### config.mk
export PLATFORM = sky130hd
export DESIGN_NAME = source_char_tokenizer_top
export DESIGN_NICKNAME = d
export VERILOG_FILES = /design/src/rtl/stc_pkg.sv /design/src/rtl/stc_front.sv /design/src/rtl/stc_queue.sv /design/src/rtl/stc_back.sv /design/src/rtl/source_char_tokenizer_top.sv
export SDC_FILE = /design/constraint.sdc
export NUM_CORES = 1
export LEC_CHECK = 0
export ABC_AREA = 0
export BUFFER_PORTS_ARGS = -buffer_cell sky130_fd_sc_hd__buf_4
export CAP_MARGIN = 5
export CELL_PAD_IN_SITES_DETAIL_PLACEMENT = 1
export CELL_PAD_IN_SITES_GLOBAL_PLACEMENT = 1
export CORE_UTILIZATION = 46
export CTS_CLUSTER_DIAMETER = 30
export DETAILED_ROUTE_END_ITERATION = 10
export PLACE_DENSITY = 0.77
export REMOVE_ABC_BUFFERS = 1
export SLEW_MARGIN = 20
export SYNTH_ARGS = -nofsm -noshare
export SYNTH_HDL_FRONTEND = slang
export SYNTH_SLANG_ARGS = --single-unit
### constraint.sdc
create_clock -name clock -period 3.4 [get_ports clock]
set_clock_uncertainty 0.1 [all_clocks]
set_input_delay 0.34 -clock clock [delete_from_list [all_inputs] [get_ports clock]]
set_output_delay 0.34 -clock clock [all_outputs]
set_load 0.005 [all_outputs]
### src/rtl/stc_pkg.sv
`default_nettype none
// ----------------------------------------------------------------------------
// stc_pkg
// Shared types, codes and character tables for the source character tokenizer.
// ----------------------------------------------------------------------------
package stc_pkg;

   localparam int QUEUE_DEPTH = 4;

   // scan states
   localparam logic [3:0] ST_IDLE  = 4'd0;
   localparam logic [3:0] ST_NUM   = 4'd1;
   localparam logic [3:0] ST_IDENT = 4'd2;
   localparam logic [3:0] ST_OPH   = 4'd3;
   localparam logic [3:0] ST_STR   = 4'd4;
   localparam logic [3:0] ST_ESC   = 4'd5;
   localparam logic [3:0] ST_LCOM  = 4'd6;
   localparam logic [3:0] ST_BCOM  = 4'd7;
   localparam logic [3:0] ST_BSTAR = 4'd8;

   // token kinds
   localparam logic [2:0] K_NUM   = 3'd0;
   localparam logic [2:0] K_IDENT = 3'd1;
   localparam logic [2:0] K_OP    = 3'd2;
   localparam logic [2:0] K_SEP   = 3'd3;
   localparam logic [2:0] K_STR   = 3'd4;
   localparam logic [2:0] K_COM   = 3'd5;
   localparam logic [2:0] K_UNK   = 3'd6;

   localparam int NUM_KW = 6;

   localparam logic [7:0] CH_LF     = 8'h0A;
   localparam logic [7:0] CH_TAB    = 8'h09;
   localparam logic [7:0] CH_QUOTE  = 8'h22;
   localparam logic [7:0] CH_BSLASH = 8'h5C;
   localparam logic [7:0] CH_STAR   = 8'h2A;
   localparam logic [7:0] CH_SLASH  = 8'h2F;
   localparam logic [7:0] CH_EQ     = 8'h3D;

   typedef struct packed {
      logic [2:0] token_kind;
      logic       has_char;
      logic [7:0] char_value;
      logic       token_end;
      logic       known_keyword;
   } result_type;

   // up to two results caused by one input item
   typedef struct packed {
      logic       two;
      result_type r0;
      result_type r1;
   } bundle_type;

   function automatic result_type make_result(logic [2:0] kind, logic has,
                                              logic [7:0] ch, logic tend,
                                              logic kw);
      result_type r;
      r.token_kind    = kind;
      r.has_char      = has;
      r.char_value    = has ? ch : 8'h00;
      r.token_end     = tend;
      r.known_keyword = kw;
      return r;
   endfunction

   function automatic logic is_digit(logic [7:0] c);
      return (c >= "0") && (c <= "9");
   endfunction

   function automatic logic is_alpha(logic [7:0] c);
      return ((c >= "a") && (c <= "z")) || ((c >= "A") && (c <= "Z"));
   endfunction

   function automatic logic is_space(logic [7:0] c);
      return (c == " ") || ((c >= 8'd9) && (c <= 8'd13));
   endfunction

   function automatic logic is_op(logic [7:0] c);
      return (c == "+") || (c == "-") || (c == "*") || (c == "/") ||
             (c == "=") || (c == "!");
   endfunction

   function automatic logic is_sep(logic [7:0] c);
      return (c == "(") || (c == ")") || (c == ";") || (c == "{") || (c == "}");
   endfunction

   // keyword text, left aligned, first character in the top byte
   function automatic logic [47:0] kw_word(logic [2:0] k);
      logic [47:0] w;
      case (k)
         3'd0:    w = {"exit", 16'h0000};
         3'd1:    w = {"if", 32'h0000_0000};
         3'd2:    w = {"else", 16'h0000};
         3'd3:    w = {"for", 24'h00_0000};
         3'd4:    w = {"while", 8'h00};
         3'd5:    w = "printf";
         default: w = '0;
      endcase
      return w;
   endfunction

   function automatic logic [2:0] kw_len(logic [2:0] k);
      logic [2:0] n;
      case (k)
         3'd0:    n = 3'd4;
         3'd1:    n = 3'd2;
         3'd2:    n = 3'd4;
         3'd3:    n = 3'd3;
         3'd4:    n = 3'd5;
         3'd5:    n = 3'd6;
         default: n = 3'd0;
      endcase
      return n;
   endfunction

   // drop keywords that no longer match after character c at position p
   function automatic logic [5:0] kw_update(logic [5:0] cand, logic [2:0] p,
                                            logic [7:0] c);
      logic [5:0]  nc;
      logic [47:0] w;
      nc = cand;
      for (int k = 0; k < NUM_KW; k++) begin
         w = kw_word(3'(k));
         if ((p >= kw_len(3'(k))) || (p > 3'd5)) begin
            nc[k] = 1'b0;
         end else if (w[8*(5-int'(p)) +: 8] != c) begin
            nc[k] = 1'b0;
         end
      end
      return nc;
   endfunction

   function automatic logic kw_known(logic [5:0] cand, logic [2:0] len);
      logic hit;
      hit = 1'b0;
      for (int k = 0; k < NUM_KW; k++) begin
         if (cand[k] && (kw_len(3'(k)) == len)) hit = 1'b1;
      end
      return hit;
   endfunction

endpackage
`default_nettype wire

### src/rtl/stc_front.sv
`default_nettype none
// ----------------------------------------------------------------------------
// stc_front
// Scanner: accepts one byte per cycle while accept is high, keeps the token
// state and builds the bundle of results that each item causes.
// ----------------------------------------------------------------------------
module stc_front (
   input  wire logic               clock,
   input  wire logic               reset,
   input  wire logic               accept,
   input  wire logic [7:0]         byte_in,
   input  wire logic               flush,
   output logic                    bundle_write,
   output stc_pkg::bundle_type     bundle
);

   logic [3:0] state_ff, state_in;
   logic [7:0] held_ff, held_in;
   logic [5:0] cand_ff, cand_in;
   logic [2:0] len_ff, len_in;

   stc_pkg::result_type res [2];
   logic [1:0]          cnt;

   // outcome of a byte seen between tokens
   logic                sb_emit;
   stc_pkg::result_type sb_res;
   logic [3:0]          sb_state;
   logic                sb_ident;
   logic                sb_held;

   always_comb begin
      sb_emit  = 1'b0;
      sb_res   = stc_pkg::make_result(stc_pkg::K_UNK, 1'b1, byte_in, 1'b1, 1'b0);
      sb_state = stc_pkg::ST_IDLE;
      sb_ident = 1'b0;
      sb_held  = 1'b0;
      if (stc_pkg::is_space(byte_in)) begin
         sb_emit = 1'b0;
      end else if (byte_in == stc_pkg::CH_QUOTE) begin
         sb_state = stc_pkg::ST_STR;
      end else if (stc_pkg::is_sep(byte_in)) begin
         sb_emit = 1'b1;
         sb_res  = stc_pkg::make_result(stc_pkg::K_SEP, 1'b1, byte_in, 1'b1, 1'b0);
      end else if (stc_pkg::is_digit(byte_in)) begin
         sb_emit  = 1'b1;
         sb_res   = stc_pkg::make_result(stc_pkg::K_NUM, 1'b1, byte_in, 1'b0, 1'b0);
         sb_state = stc_pkg::ST_NUM;
      end else if (stc_pkg::is_alpha(byte_in)) begin
         sb_emit  = 1'b1;
         sb_res   = stc_pkg::make_result(stc_pkg::K_IDENT, 1'b1, byte_in, 1'b0, 1'b0);
         sb_state = stc_pkg::ST_IDENT;
         sb_ident = 1'b1;
      end else if (stc_pkg::is_op(byte_in)) begin
         sb_state = stc_pkg::ST_OPH;
         sb_held  = 1'b1;
      end else begin
         sb_emit = 1'b1;
      end
   end

   always_comb begin
      logic do_start;
      do_start = 1'b0;
      res[0]   = '0;
      res[1]   = '0;
      cnt      = 2'd0;
      state_in = state_ff;
      held_in  = held_ff;
      cand_in  = cand_ff;
      len_in   = len_ff;

      if (flush) begin
         state_in = stc_pkg::ST_IDLE;
         case (state_ff)
            stc_pkg::ST_NUM: begin
               res[0] = stc_pkg::make_result(stc_pkg::K_NUM, 1'b0, 8'h00, 1'b1, 1'b0);
               cnt    = 2'd1;
            end
            stc_pkg::ST_IDENT: begin
               res[0] = stc_pkg::make_result(stc_pkg::K_IDENT, 1'b0, 8'h00, 1'b1,
                                             stc_pkg::kw_known(cand_ff, len_ff));
               cnt    = 2'd1;
            end
            stc_pkg::ST_OPH: begin
               res[0] = stc_pkg::make_result(stc_pkg::K_OP, 1'b1, held_ff, 1'b1, 1'b0);
               cnt    = 2'd1;
            end
            stc_pkg::ST_STR, stc_pkg::ST_ESC: begin
               res[0] = stc_pkg::make_result(stc_pkg::K_STR, 1'b0, 8'h00, 1'b1, 1'b0);
               cnt    = 2'd1;
            end
            stc_pkg::ST_LCOM, stc_pkg::ST_BCOM: begin
               res[0] = stc_pkg::make_result(stc_pkg::K_COM, 1'b0, 8'h00, 1'b1, 1'b0);
               cnt    = 2'd1;
            end
            stc_pkg::ST_BSTAR: begin
               res[0] = stc_pkg::make_result(stc_pkg::K_COM, 1'b1, stc_pkg::CH_STAR,
                                             1'b0, 1'b0);
               res[1] = stc_pkg::make_result(stc_pkg::K_COM, 1'b0, 8'h00, 1'b1, 1'b0);
               cnt    = 2'd2;
            end
            default: cnt = 2'd0;
         endcase
      end else begin
         case (state_ff)
            stc_pkg::ST_NUM: begin
               if (stc_pkg::is_digit(byte_in)) begin
                  res[0] = stc_pkg::make_result(stc_pkg::K_NUM, 1'b1, byte_in, 1'b0, 1'b0);
                  cnt    = 2'd1;
               end else begin
                  res[0]   = stc_pkg::make_result(stc_pkg::K_NUM, 1'b0, 8'h00, 1'b1, 1'b0);
                  cnt      = 2'd1;
                  do_start = 1'b1;
               end
            end
            stc_pkg::ST_IDENT: begin
               if (stc_pkg::is_alpha(byte_in)) begin
                  cand_in = stc_pkg::kw_update(cand_ff, len_ff, byte_in);
                  len_in  = (len_ff == 3'd7) ? len_ff : len_ff + 3'd1;
                  res[0]  = stc_pkg::make_result(stc_pkg::K_IDENT, 1'b1, byte_in,
                                                 1'b0, 1'b0);
                  cnt     = 2'd1;
               end else begin
                  res[0]   = stc_pkg::make_result(stc_pkg::K_IDENT, 1'b0, 8'h00, 1'b1,
                                                  stc_pkg::kw_known(cand_ff, len_ff));
                  cnt      = 2'd1;
                  do_start = 1'b1;
               end
            end
            stc_pkg::ST_OPH: begin
               if (byte_in == stc_pkg::CH_EQ) begin
                  res[0]   = stc_pkg::make_result(stc_pkg::K_OP, 1'b1, held_ff, 1'b0, 1'b0);
                  res[1]   = stc_pkg::make_result(stc_pkg::K_OP, 1'b1, stc_pkg::CH_EQ,
                                                  1'b1, 1'b0);
                  cnt      = 2'd2;
                  state_in = stc_pkg::ST_IDLE;
               end else if ((held_ff == stc_pkg::CH_SLASH) &&
                            (byte_in == stc_pkg::CH_SLASH)) begin
                  state_in = stc_pkg::ST_LCOM;
               end else if ((held_ff == stc_pkg::CH_SLASH) &&
                            (byte_in == stc_pkg::CH_STAR)) begin
                  state_in = stc_pkg::ST_BCOM;
               end else begin
                  res[0]   = stc_pkg::make_result(stc_pkg::K_OP, 1'b1, held_ff, 1'b1, 1'b0);
                  cnt      = 2'd1;
                  do_start = 1'b1;
               end
            end
            stc_pkg::ST_STR: begin
               if (byte_in == stc_pkg::CH_QUOTE) begin
                  res[0]   = stc_pkg::make_result(stc_pkg::K_STR, 1'b0, 8'h00, 1'b1, 1'b0);
                  cnt      = 2'd1;
                  state_in = stc_pkg::ST_IDLE;
               end else if (byte_in == stc_pkg::CH_BSLASH) begin
                  state_in = stc_pkg::ST_ESC;
               end else begin
                  res[0] = stc_pkg::make_result(stc_pkg::K_STR, 1'b1, byte_in, 1'b0, 1'b0);
                  cnt    = 2'd1;
               end
            end
            stc_pkg::ST_ESC: begin
               // escape translation: n and t only
               res[0]   = stc_pkg::make_result(stc_pkg::K_STR, 1'b1,
                             (byte_in == "n") ? stc_pkg::CH_LF :
                             ((byte_in == "t") ? stc_pkg::CH_TAB : byte_in), 1'b0, 1'b0);
               cnt      = 2'd1;
               state_in = stc_pkg::ST_STR;
            end
            stc_pkg::ST_LCOM: begin
               if (byte_in == stc_pkg::CH_LF) begin
                  res[0]   = stc_pkg::make_result(stc_pkg::K_COM, 1'b0, 8'h00, 1'b1, 1'b0);
                  cnt      = 2'd1;
                  state_in = stc_pkg::ST_IDLE;
               end else begin
                  res[0] = stc_pkg::make_result(stc_pkg::K_COM, 1'b1, byte_in, 1'b0, 1'b0);
                  cnt    = 2'd1;
               end
            end
            stc_pkg::ST_BCOM: begin
               if (byte_in == stc_pkg::CH_STAR) begin
                  state_in = stc_pkg::ST_BSTAR;
               end else begin
                  res[0] = stc_pkg::make_result(stc_pkg::K_COM, 1'b1, byte_in, 1'b0, 1'b0);
                  cnt    = 2'd1;
               end
            end
            stc_pkg::ST_BSTAR: begin
               if (byte_in == stc_pkg::CH_SLASH) begin
                  res[0]   = stc_pkg::make_result(stc_pkg::K_COM, 1'b0, 8'h00, 1'b1, 1'b0);
                  cnt      = 2'd1;
                  state_in = stc_pkg::ST_IDLE;
               end else if (byte_in == stc_pkg::CH_STAR) begin
                  res[0] = stc_pkg::make_result(stc_pkg::K_COM, 1'b1, stc_pkg::CH_STAR,
                                                1'b0, 1'b0);
                  cnt    = 2'd1;
               end else begin
                  res[0]   = stc_pkg::make_result(stc_pkg::K_COM, 1'b1, stc_pkg::CH_STAR,
                                                  1'b0, 1'b0);
                  res[1]   = stc_pkg::make_result(stc_pkg::K_COM, 1'b1, byte_in, 1'b0, 1'b0);
                  cnt      = 2'd2;
                  state_in = stc_pkg::ST_BCOM;
               end
            end
            default: do_start = 1'b1;
         endcase

         if (do_start) begin
            state_in = sb_state;
            if (sb_emit) begin
               res[cnt[0]] = sb_res;
               cnt         = cnt + 2'd1;
            end
            if (sb_ident) begin
               cand_in = stc_pkg::kw_update(6'h3F, 3'd0, byte_in);
               len_in  = 3'd1;
            end
            if (sb_held) held_in = byte_in;
         end
      end
   end

   assign bundle_write = accept && (cnt != 2'd0);
   assign bundle.two   = cnt[1];
   assign bundle.r0    = res[0];
   assign bundle.r1    = res[1];

   always_ff @(posedge clock) begin
      if (reset) begin
         state_ff <= stc_pkg::ST_IDLE;
         held_ff  <= 8'h00;
         cand_ff  <= 6'h3F;
         len_ff   <= 3'd0;
      end else if (accept) begin
         state_ff <= state_in;
         held_ff  <= held_in;
         cand_ff  <= cand_in;
         len_ff   <= len_in;
      end
   end

endmodule
`default_nettype wire

### src/rtl/stc_queue.sv
`default_nettype none
// ----------------------------------------------------------------------------
// stc_queue
// Short queue of result bundles between the scanner and the output stage.
// ----------------------------------------------------------------------------
module stc_queue #(
   parameter int Depth = stc_pkg::QUEUE_DEPTH
) (
   input  wire logic                clock,
   input  wire logic                reset,
   input  wire logic                wr_en,
   input  wire stc_pkg::bundle_type wr_data,
   output logic                     full,
   input  wire logic                rd_en,
   output stc_pkg::bundle_type      rd_data,
   output logic                     empty
);

   localparam int PtrW = (Depth > 1) ? $clog2(Depth) : 1;
   localparam int CntW = $clog2(Depth + 1);

   stc_pkg::bundle_type   mem_ff [Depth];
   logic [PtrW-1:0]       wr_ptr_ff, wr_ptr_in;
   logic [PtrW-1:0]       rd_ptr_ff, rd_ptr_in;
   logic [CntW-1:0]       count_ff, count_in;

   assign full    = (count_ff == CntW'(Depth));
   assign empty   = (count_ff == '0);
   assign rd_data = mem_ff[rd_ptr_ff];

   always_comb begin
      wr_ptr_in = wr_ptr_ff;
      rd_ptr_in = rd_ptr_ff;
      count_in  = count_ff;
      if (wr_en) begin
         wr_ptr_in = (wr_ptr_ff == PtrW'(Depth - 1)) ? '0 : wr_ptr_ff + 1'b1;
      end
      if (rd_en) begin
         rd_ptr_in = (rd_ptr_ff == PtrW'(Depth - 1)) ? '0 : rd_ptr_ff + 1'b1;
      end
      if (wr_en && !rd_en) begin
         count_in = count_ff + 1'b1;
      end else if (rd_en && !wr_en) begin
         count_in = count_ff - 1'b1;
      end
   end

   always_ff @(posedge clock) begin
      if (wr_en) mem_ff[wr_ptr_ff] <= wr_data;
   end

   always_ff @(posedge clock) begin
      if (reset) begin
         wr_ptr_ff <= '0;
         rd_ptr_ff <= '0;
         count_ff  <= '0;
      end else begin
         wr_ptr_ff <= wr_ptr_in;
         rd_ptr_ff <= rd_ptr_in;
         count_ff  <= count_in;
      end
   end

endmodule
`default_nettype wire

### src/rtl/stc_back.sv
`default_nettype none
// ----------------------------------------------------------------------------
// stc_back
// Output stage: holds one bundle and hands its results out one item at a time.
// ----------------------------------------------------------------------------
module stc_back (
   input  wire logic                clock,
   input  wire logic                reset,
   input  wire stc_pkg::bundle_type q_data,
   input  wire logic                q_empty,
   output logic                     q_pop,
   input  wire logic                pop,
   output logic                     empty,
   output stc_pkg::result_type      res,
   output logic                     last
);

   stc_pkg::bundle_type cur_ff;
   logic                valid_ff, valid_in;
   logic                phase_ff, phase_in;
   logic                take;
   logic                final_res;

   assign take      = pop && valid_ff;
   assign final_res = phase_ff || !cur_ff.two;
   assign empty     = !valid_ff;
   assign res       = phase_ff ? cur_ff.r1 : cur_ff.r0;
   assign last      = final_res;

   always_comb begin
      q_pop    = 1'b0;
      valid_in = valid_ff;
      phase_in = phase_ff;
      if (!valid_ff || (take && final_res)) begin
         q_pop    = !q_empty;
         valid_in = !q_empty;
         phase_in = 1'b0;
      end else if (take) begin
         phase_in = 1'b1;
      end
   end

   always_ff @(posedge clock) begin
      if (q_pop) cur_ff <= q_data;
   end

   always_ff @(posedge clock) begin
      if (reset) begin
         valid_ff <= 1'b0;
         phase_ff <= 1'b0;
      end else begin
         valid_ff <= valid_in;
         phase_ff <= phase_in;
      end
   end

endmodule
`default_nettype wire

### src/rtl/source_char_tokenizer_top.sv
`default_nettype none
// ----------------------------------------------------------------------------
// source_char_tokenizer_top
// Streaming tokenizer: source bytes in, tagged token characters out.
// ----------------------------------------------------------------------------
// path: a result goes into the bundle queue when its byte is taken, then into
//   the output stage register, from which it can be popped
// throughput: one byte per cycle unless the queue is full; a byte causing two
//   results takes two pops at the output; the bundle queue absorbs short bursts
// reset: synchronous, clears scanner state to idle and empties queue and output
// ----------------------------------------------------------------------------
module source_char_tokenizer_top #(
   parameter int QueueDepth = stc_pkg::QUEUE_DEPTH
) (
   input  wire logic       clock,
   input  wire logic       reset,
   input  wire logic       req_push,
   output logic            req_full,
   input  wire logic [7:0] req_byte_in,
   input  wire logic       req_flush,
   output logic            rsp_empty,
   input  wire logic       rsp_pop,
   output logic [2:0]      rsp_token_kind,
   output logic            rsp_has_char,
   output logic [7:0]      rsp_char_value,
   output logic            rsp_token_end,
   output logic            rsp_known_keyword,
   output logic            rsp_last
);

   logic                accept;
   logic                bundle_write;
   stc_pkg::bundle_type bundle;
   stc_pkg::bundle_type q_data;
   logic                q_empty;
   logic                q_pop;
   stc_pkg::result_type res;

   assign accept = req_push && !req_full;

   stc_front u_front (
      .clock        (clock),
      .reset        (reset),
      .accept       (accept),
      .byte_in      (req_byte_in),
      .flush        (req_flush),
      .bundle_write (bundle_write),
      .bundle       (bundle)
   );

   stc_queue #(
      .Depth (QueueDepth)
   ) u_queue (
      .clock   (clock),
      .reset   (reset),
      .wr_en   (bundle_write),
      .wr_data (bundle),
      .full    (req_full),
      .rd_en   (q_pop),
      .rd_data (q_data),
      .empty   (q_empty)
   );

   stc_back u_back (
      .clock   (clock),
      .reset   (reset),
      .q_data  (q_data),
      .q_empty (q_empty),
      .q_pop   (q_pop),
      .pop     (rsp_pop),
      .empty   (rsp_empty),
      .res     (res),
      .last    (rsp_last)
   );

   assign rsp_token_kind    = res.token_kind;
   assign rsp_has_char      = res.has_char;
   assign rsp_char_value    = res.char_value;
   assign rsp_token_end     = res.token_end;
   assign rsp_known_keyword = res.known_keyword;

endmodule
`default_nettype wire

==> After elaboration in Yosys (flattened, before gate mapping) <==
Memory sizes are Yosys's and may differ from the RTL's. A register that Yosys moved wholly into a read port is not among the register bits.
Index checks and enable logic that the tools add are counted.
{ "word_totals": {"reg_bits": 30, "ramBits": 116, "input_bits": 13, "wordCells": 396, "output_inout_bits": 17, "n_memories": 1} }
{ "classes": {"n_bitwise": 2, "reduce_logical": 62, "order_cmp": 21, "n_eq_ne": 57, "addsub": 7, "n_mux": 231, "shift": 6} }
{ "memory_table": {"columns": ["memory", "words", "word_bits", "rd", "rd_clocked_by_memory_dff", "wr", "line", "rtl"], "rows": [
  ["u_queue.mem_ff", 4, 29, 1, 1, 1, "stc_queue.sv:22", "stc_pkg::bundle_type mem_ff [Depth];"]
]} }
{ "ops": {"columns": ["operator", "count"], "rows": [
  ["$mux W48", 36],
  ["$shiftx A48 B32 Y8", 6],
  ["$mux W14", 16],
  ["$mux W3", 62],
  ["$pmux W14 S8", 1],
  ["$eq A8 B6 Y1 const B", 12],
  ["$ne A8 B8 Y1", 12],
  ["$mux W28", 3],
  ["$pmux W14 S6", 1],
  ["$mux W1", 65],
  ["$mux W4", 16],
  ["$mux W11", 4],
  ["$eq A8 B7 Y1 const B", 5],
  ["$eq A3 B3 Y1", 10],
  ["$bwmux W28", 1],
  ["$pmux W14 S2", 1],
  ["$mux W13", 2],
  ["$logic_and A1 B1 Y1", 25],
  ["$mux W2", 12],
  ["$mux W6", 4],
  ["$pmux W4 S6", 1],
  ["$logic_or A1 B1 Y1", 18],
  ["$eq A4 B3 Y1 const B", 4],
  ["$ge A8 B7 Y1 const B", 2],
  ["42 further kinds", 67]
]} }

==> Logic depth before layout (Yosys ltp) <==
{ "depth": {"depth_word": 21, "ltp_mapped": 14, "depth_no_buf": 12} }

==> By module <==
A second synthesis with hierarchy kept.
{ "hier_totals": {"cells_unflattened": 715, "hier_area_um2": 9083.7} }
{ "by_module_without_submodules": {"columns": ["module", "seq_area_each_um2", "cells_per_inst", "n_inst", "area_per_inst_um2"], "rows": [
  ["stc_queue", 3663.5, 195, 1, 4633.2],
  ["stc_front", 420.4, 463, 1, 3226.8],
  ["stc_back", 910.9, 56, 1, 1209.9],
  ["source_char_tokenizer_top", 0.0, 1, 1, 13.8]
]} }

==> Least setup slack after synthesis <==
Ideal clock, no wire load.
{ "synth_path": {"path_kind": "register -> register", "start": "register u_back.phase_ff", "end": "register u_queue.count_ff[2]", "path_stages_with_launch": 12, "n_path_buf": 1, "arrival_ns": 3.538, "synth_period_minus_slack_ns": 3.709, "slack_ns": -0.309, "setup_time_ns": 0.071, "t_required_ns": 3.229, "cell_sequence": "dfxtp_1 clkbuf_1 nand2b_1 nand2_1 a21oi_1 inv_1 ha_1 inv_1 fa_1 xor2_1 or3_1 a21oi_1"} }
{ "synth_between": {"elab_chain_len": 7, "word_cells_on_any_way": 9, "classes_between": "2 x mux; 7 x reduce/logical"} }
{ "synth_rtl": {"columns": ["element", "line", "rtl"], "rows": [
  ["start, declared", "stc_back.sv:20", "logic phase_ff, phase_in;"],
  ["start signal, assigned", "stc_back.sv:53", "phase_ff <= phase_in;"],
  ["$logic_or A1 B1 Y1 (*)", "stc_back.sv:25", "assign final_res = phase_ff || !cur_ff.two;"],
  ["via rsp_last", "source_char_tokenizer_top.sv:28", "output logic rsp_last"],
  ["$logic_and A1 B1 Y1 (*)", "stc_back.sv:34", "if (!valid_ff || (take && final_res)) begin"],
  ["$logic_or A1 B1 Y1 (*)", "stc_back.sv:34", null],
  ["$mux W1 (*)", "stc_back.sv:34", null],
  ["via q_pop", "source_char_tokenizer_top.sv:36", "logic q_pop;"],
  ["$logic_not A1 Y1", "stc_queue.sv:41", "if (wr_en && !rd_en) begin"],
  ["$logic_and A1 B1 Y1", "stc_queue.sv:41", null],
  ["$mux W3 / $reduce_bool A2 Y1 (equally long branches)", null, null],
  ["end signal, assigned", "stc_queue.sv:60", "count_ff <= count_in;"],
  ["end, declared", "stc_queue.sv:25", "logic [CntW-1:0] count_ff, count_in;"]
]} }
The timed path passes the listed nets; every way through them passes the cells marked *.
A chain may end at the register's enable or synchronous reset.

==> Worst setup path in the final report <==
{ "layout_path": {"start": "register u_front.state_ff[0]", "end": "register u_queue.count_ff[2]"} }
{ "layout_between": {"elab_chain_len": 13, "word_cells_on_any_way": 27, "classes_between": "1 x add/sub; 8 x eq/ne; 9 x mux; 9 x reduce/logical"} }
{ "layout_rtl": {"columns": ["element", "line", "rtl"], "rows": [
  ["start, declared", "stc_front.sv:17", "logic [3:0] state_ff, state_in;"],
  ["start signal, assigned", "stc_front.sv:230", "state_ff <= stc_pkg::ST_IDLE;"],
  ["start signal, assigned", "stc_front.sv:235", "state_ff <= state_in;"],
  ["$eq A4 B1 Y1, or another cell as far along", "stc_front.sv:75, stc_front.sv:106", null],
  ["$reduce_or A4 Y1 (no line)", null, null],
  ["$pmux W2 S5", "stc_front.sv:106", "case (state_ff)"],
  ["$mux W2", "stc_front.sv:73", "if (flush) begin"],
  ["$add A2 B1 Y2", "stc_front.sv:212", "cnt = cnt + 2'd1;"],
  ["$mux W2", "stc_front.sv:210", "if (sb_emit) begin"],
  ["$mux W2", "stc_front.sv:208", "if (do_start) begin"],
  ["$mux W2 (*)", "stc_front.sv:73", null],
  ["$reduce_bool A2 Y1 (*)", "stc_front.sv:223", "assign bundle_write = accept && (cnt != 2'd0);"],
  ["$logic_and A1 B1 Y1 (*)", "stc_front.sv:223", null],
  ["via bundle_write", "source_char_tokenizer_top.sv:32", "logic bundle_write;"],
  ["$logic_not A1 Y1", "stc_queue.sv:43", "end else if (rd_en && !wr_en) begin"],
  ["$logic_and A1 B1 Y1", "stc_queue.sv:43", null],
  ["$reduce_bool A2 Y1 (no line)", null, null]
]} }
The timed path passes the listed nets; every way through them passes the cells marked *. The select of a mux whose other input is x is not followed.

==> results.cfg <==
[status]
status = finished clean

[setup_path]
crit_required_ns = 3.67
cp.arrival_ns = 3.54
cp-start-kind = flop
cp_max_fo = 10
worstSetupEndpointType = flop
critPathKind = flop to flop
reg2reg_slack_ns = 0.13
r2r_cells = 12

[clock_network]
numCtsBuffers = 17
cts_buffer_depth = 2
cts_sinks = 170
hold_buffers = 0
root_buffer = clkbuf_16
cts_tree = done
htree_levels = 4
clk_pin_slew_ns = 0.07
insertion_delay_ns = 0.43

[yosys]
yosysMostFrequentCell = edfxtp_1
syn_area_mm2 = 0.00869
synth_area_per_cell_um2 = 12.2
synthArstFlopShare = 0
synth_ff_type = edfxtp_1
synth.distinct_cells = 84
yosysSeqAreaShare = 0.553
synth_top_area_frac = 0.484
synth_common_cells = edfxtp_1, nand2_1, nor2_1
synth_edf_count = 140
ys_ff_latch = 170
ys_warn_count = 0
syn_inst = 713
synthTopCellsByArea = edfxtp_1, mux4_2, dfxtp_1, a21oi_1, ha_1
synth.largest_area_cell = edfxtp_1

[global_routing]
grt_max_degree = 30
grt_pass1_wl_mm = 40.7
grtUsageTotal = 0.280
antenna_found_initial = 0
grt_overflow = 0
grt_pass1_vias = 7086

[routing]
drt_iter0_markers = 386
first_pass_iters = 5
wl_mm = 26.1
routed_via_density = 6.18
wl_per_cell_um = 24.8
drc = 0
ant_nets = 0
dr_total_vias = 6490

[min_path]
min_path_cells = 3
hold_path_class = primary input to flop

[sta]
finalCriticalPeriod_ns = 3.27
finalCritPeriodShare = 0.961
finalHoldViolCount = 0
tns_ns = 0
setup_violations = 0
rsz0062_at_grt = false
worst_slew_pin_slew_ns = 0.768
relSlewSlack = 0.488
clock.fmax_ghz = 0.306
finalMaxSlewViolations = 0

[placement]
gp_congestion = 0.962
post-dp-hpwl_mm = 19.2
io_buffers = 29
place_inst = 1014

[finish]
fillerInstances = 1889
area_growth_pct = 20.0
insertedDiodeCount = 0
fin_util = 0.571
instances_no_fill = 1051
fin_nets = 840
drive_gt1_frac = 0.283

[die]
die_w_um = 139
core_region_area_mm2 = 0.0183
rows = 49
die_h_um = 139
start_util = 0.476
dieArea_mm2 = 0.0194
ioPinCount = 30

[power_and_ir_drop]
power_density_mw_per_mm2 = 608
irDropWorstVdd_uv = 315
power_leakage_nw = 3.78

[job]
maxCapViolations = 0
worst max-delay path, cell delays in order, from the launching register on:
cell      delay [ns]
dfxtp_4         0.38
or4b_4          0.56
nor3_2          0.18
a221o_1         0.17
nor3_2          0.06
o2111a_2        0.30
nor2_4          0.12
ha_2            0.18
inv_1           0.06
fa_2            0.39
xor2_1          0.19
or3_4           0.37
a21oi_2         0.13
routing by layer:
metal  vias up  track usage  routed length (µm)
met3        67       0.0406                1040
met2       193        0.505               13500
li1       2933            -                   -
met5         -            0                   0
met4         0        0.138                1060
met1      3297        0.327               10500
power breakdown:
group	internal, mW	switching (mW)	leakage, nW
sequential	2.68	0.164	1.56
combinational	0.760	0.801	1.93
clock	1.11	0.834	0.285
kinds of logic after synthesis:
family | synth area share
AND/OR/NAND/NOR | 0.151
flip-flops | 0.553
AO/OA/AOI/OAI | 0.118
buffers and inverters | 0.0337
multiplexers | 0.101
adder cells (fa/ha/maj) | 0.0268
XOR/XNOR | 0.0171
final timing paths:
| kind | start | endpoint |
|---|---|---|
| setup reg to reg | u_front.state_ff[0] | u_queue.count_ff[2] |
| setup / recovery | u_front.state_ff[0] | u_queue.count_ff[2] |
| hold / removal | rsp_pop | u_back.phase_ff |
| hold reg to reg | u_front.cand_ff[2] | u_front.cand_ff[2] |
registers in the layout, indices dropped and copies added (netlist names):
name / cells
u_back.phase_ff: 1
u_front.len_ff: 3
u_queue.wr_ptr_ff: 2
u_queue.count_ff: 3
u_back.valid_ff: 1
u_front.state_ff: 4
u_back.cur_ff: 28
u_front.cand_ff: 6
u_front.held_ff: 8
u_queue.mem_ff: 112
u_queue.rd_ptr_ff: 2
cell usage in the layout (no fill, tap or decap), types with 13 or more instances in the layout:
cell type	instances
a21oi_1	41
buf_4	120
clkbuf_16	17
dfxtp_1	25
edfxtp_1	140
ha_1	16
inv_1	20
mux2_2	13
mux4_2	28
nand2_1	52
nand3_1	25
nor2_1	43
nor3_1	28
o21ai_0	25
layout make-up:
cell class,instances,area [µm²],area share
Clock buffer,20,437,0.0419
Clock inverter,12,151,0.0145
Timing Repair Buffer,125,1000,0.0960
Inverter,21,78.8,0.00756
Tap cell,229,287,0.0275
Sequential cell,170,4810,0.462
Multi-Input combinational cell,474,3660,0.351
per-stage QoR:
| stage | worst slack (ns) | total power [mW] | hold slack (ns) | area [µm²] |
|---|---|---|---|---|
| 6_report | 0.134 | 6.34 | 0.101 | 10400 |
| 5_1_grt | 0.0174 | 6.58 | 0.110 | 10400 |
| 4_1_cts | 0.0252 | 6.35 | 0.0985 | 10300 |
| 3_5_place_dp | -0.185 | 4.41 | 0.345 | 9730 |
| 3_3_place_gp | -0.101 | 4.33 | 0.344 | 9730 |
| 2_1_floorplan | -0.426 | 3.73 | 0.309 | 8480 |
timing repair:
action,in CTS,in global routing
setup endpoints to repair,1,1
pin swaps,1,2
setup buffers,1,4
resized for setup,5,14
No activity file was read; power rests on OpenSTA's default activity.
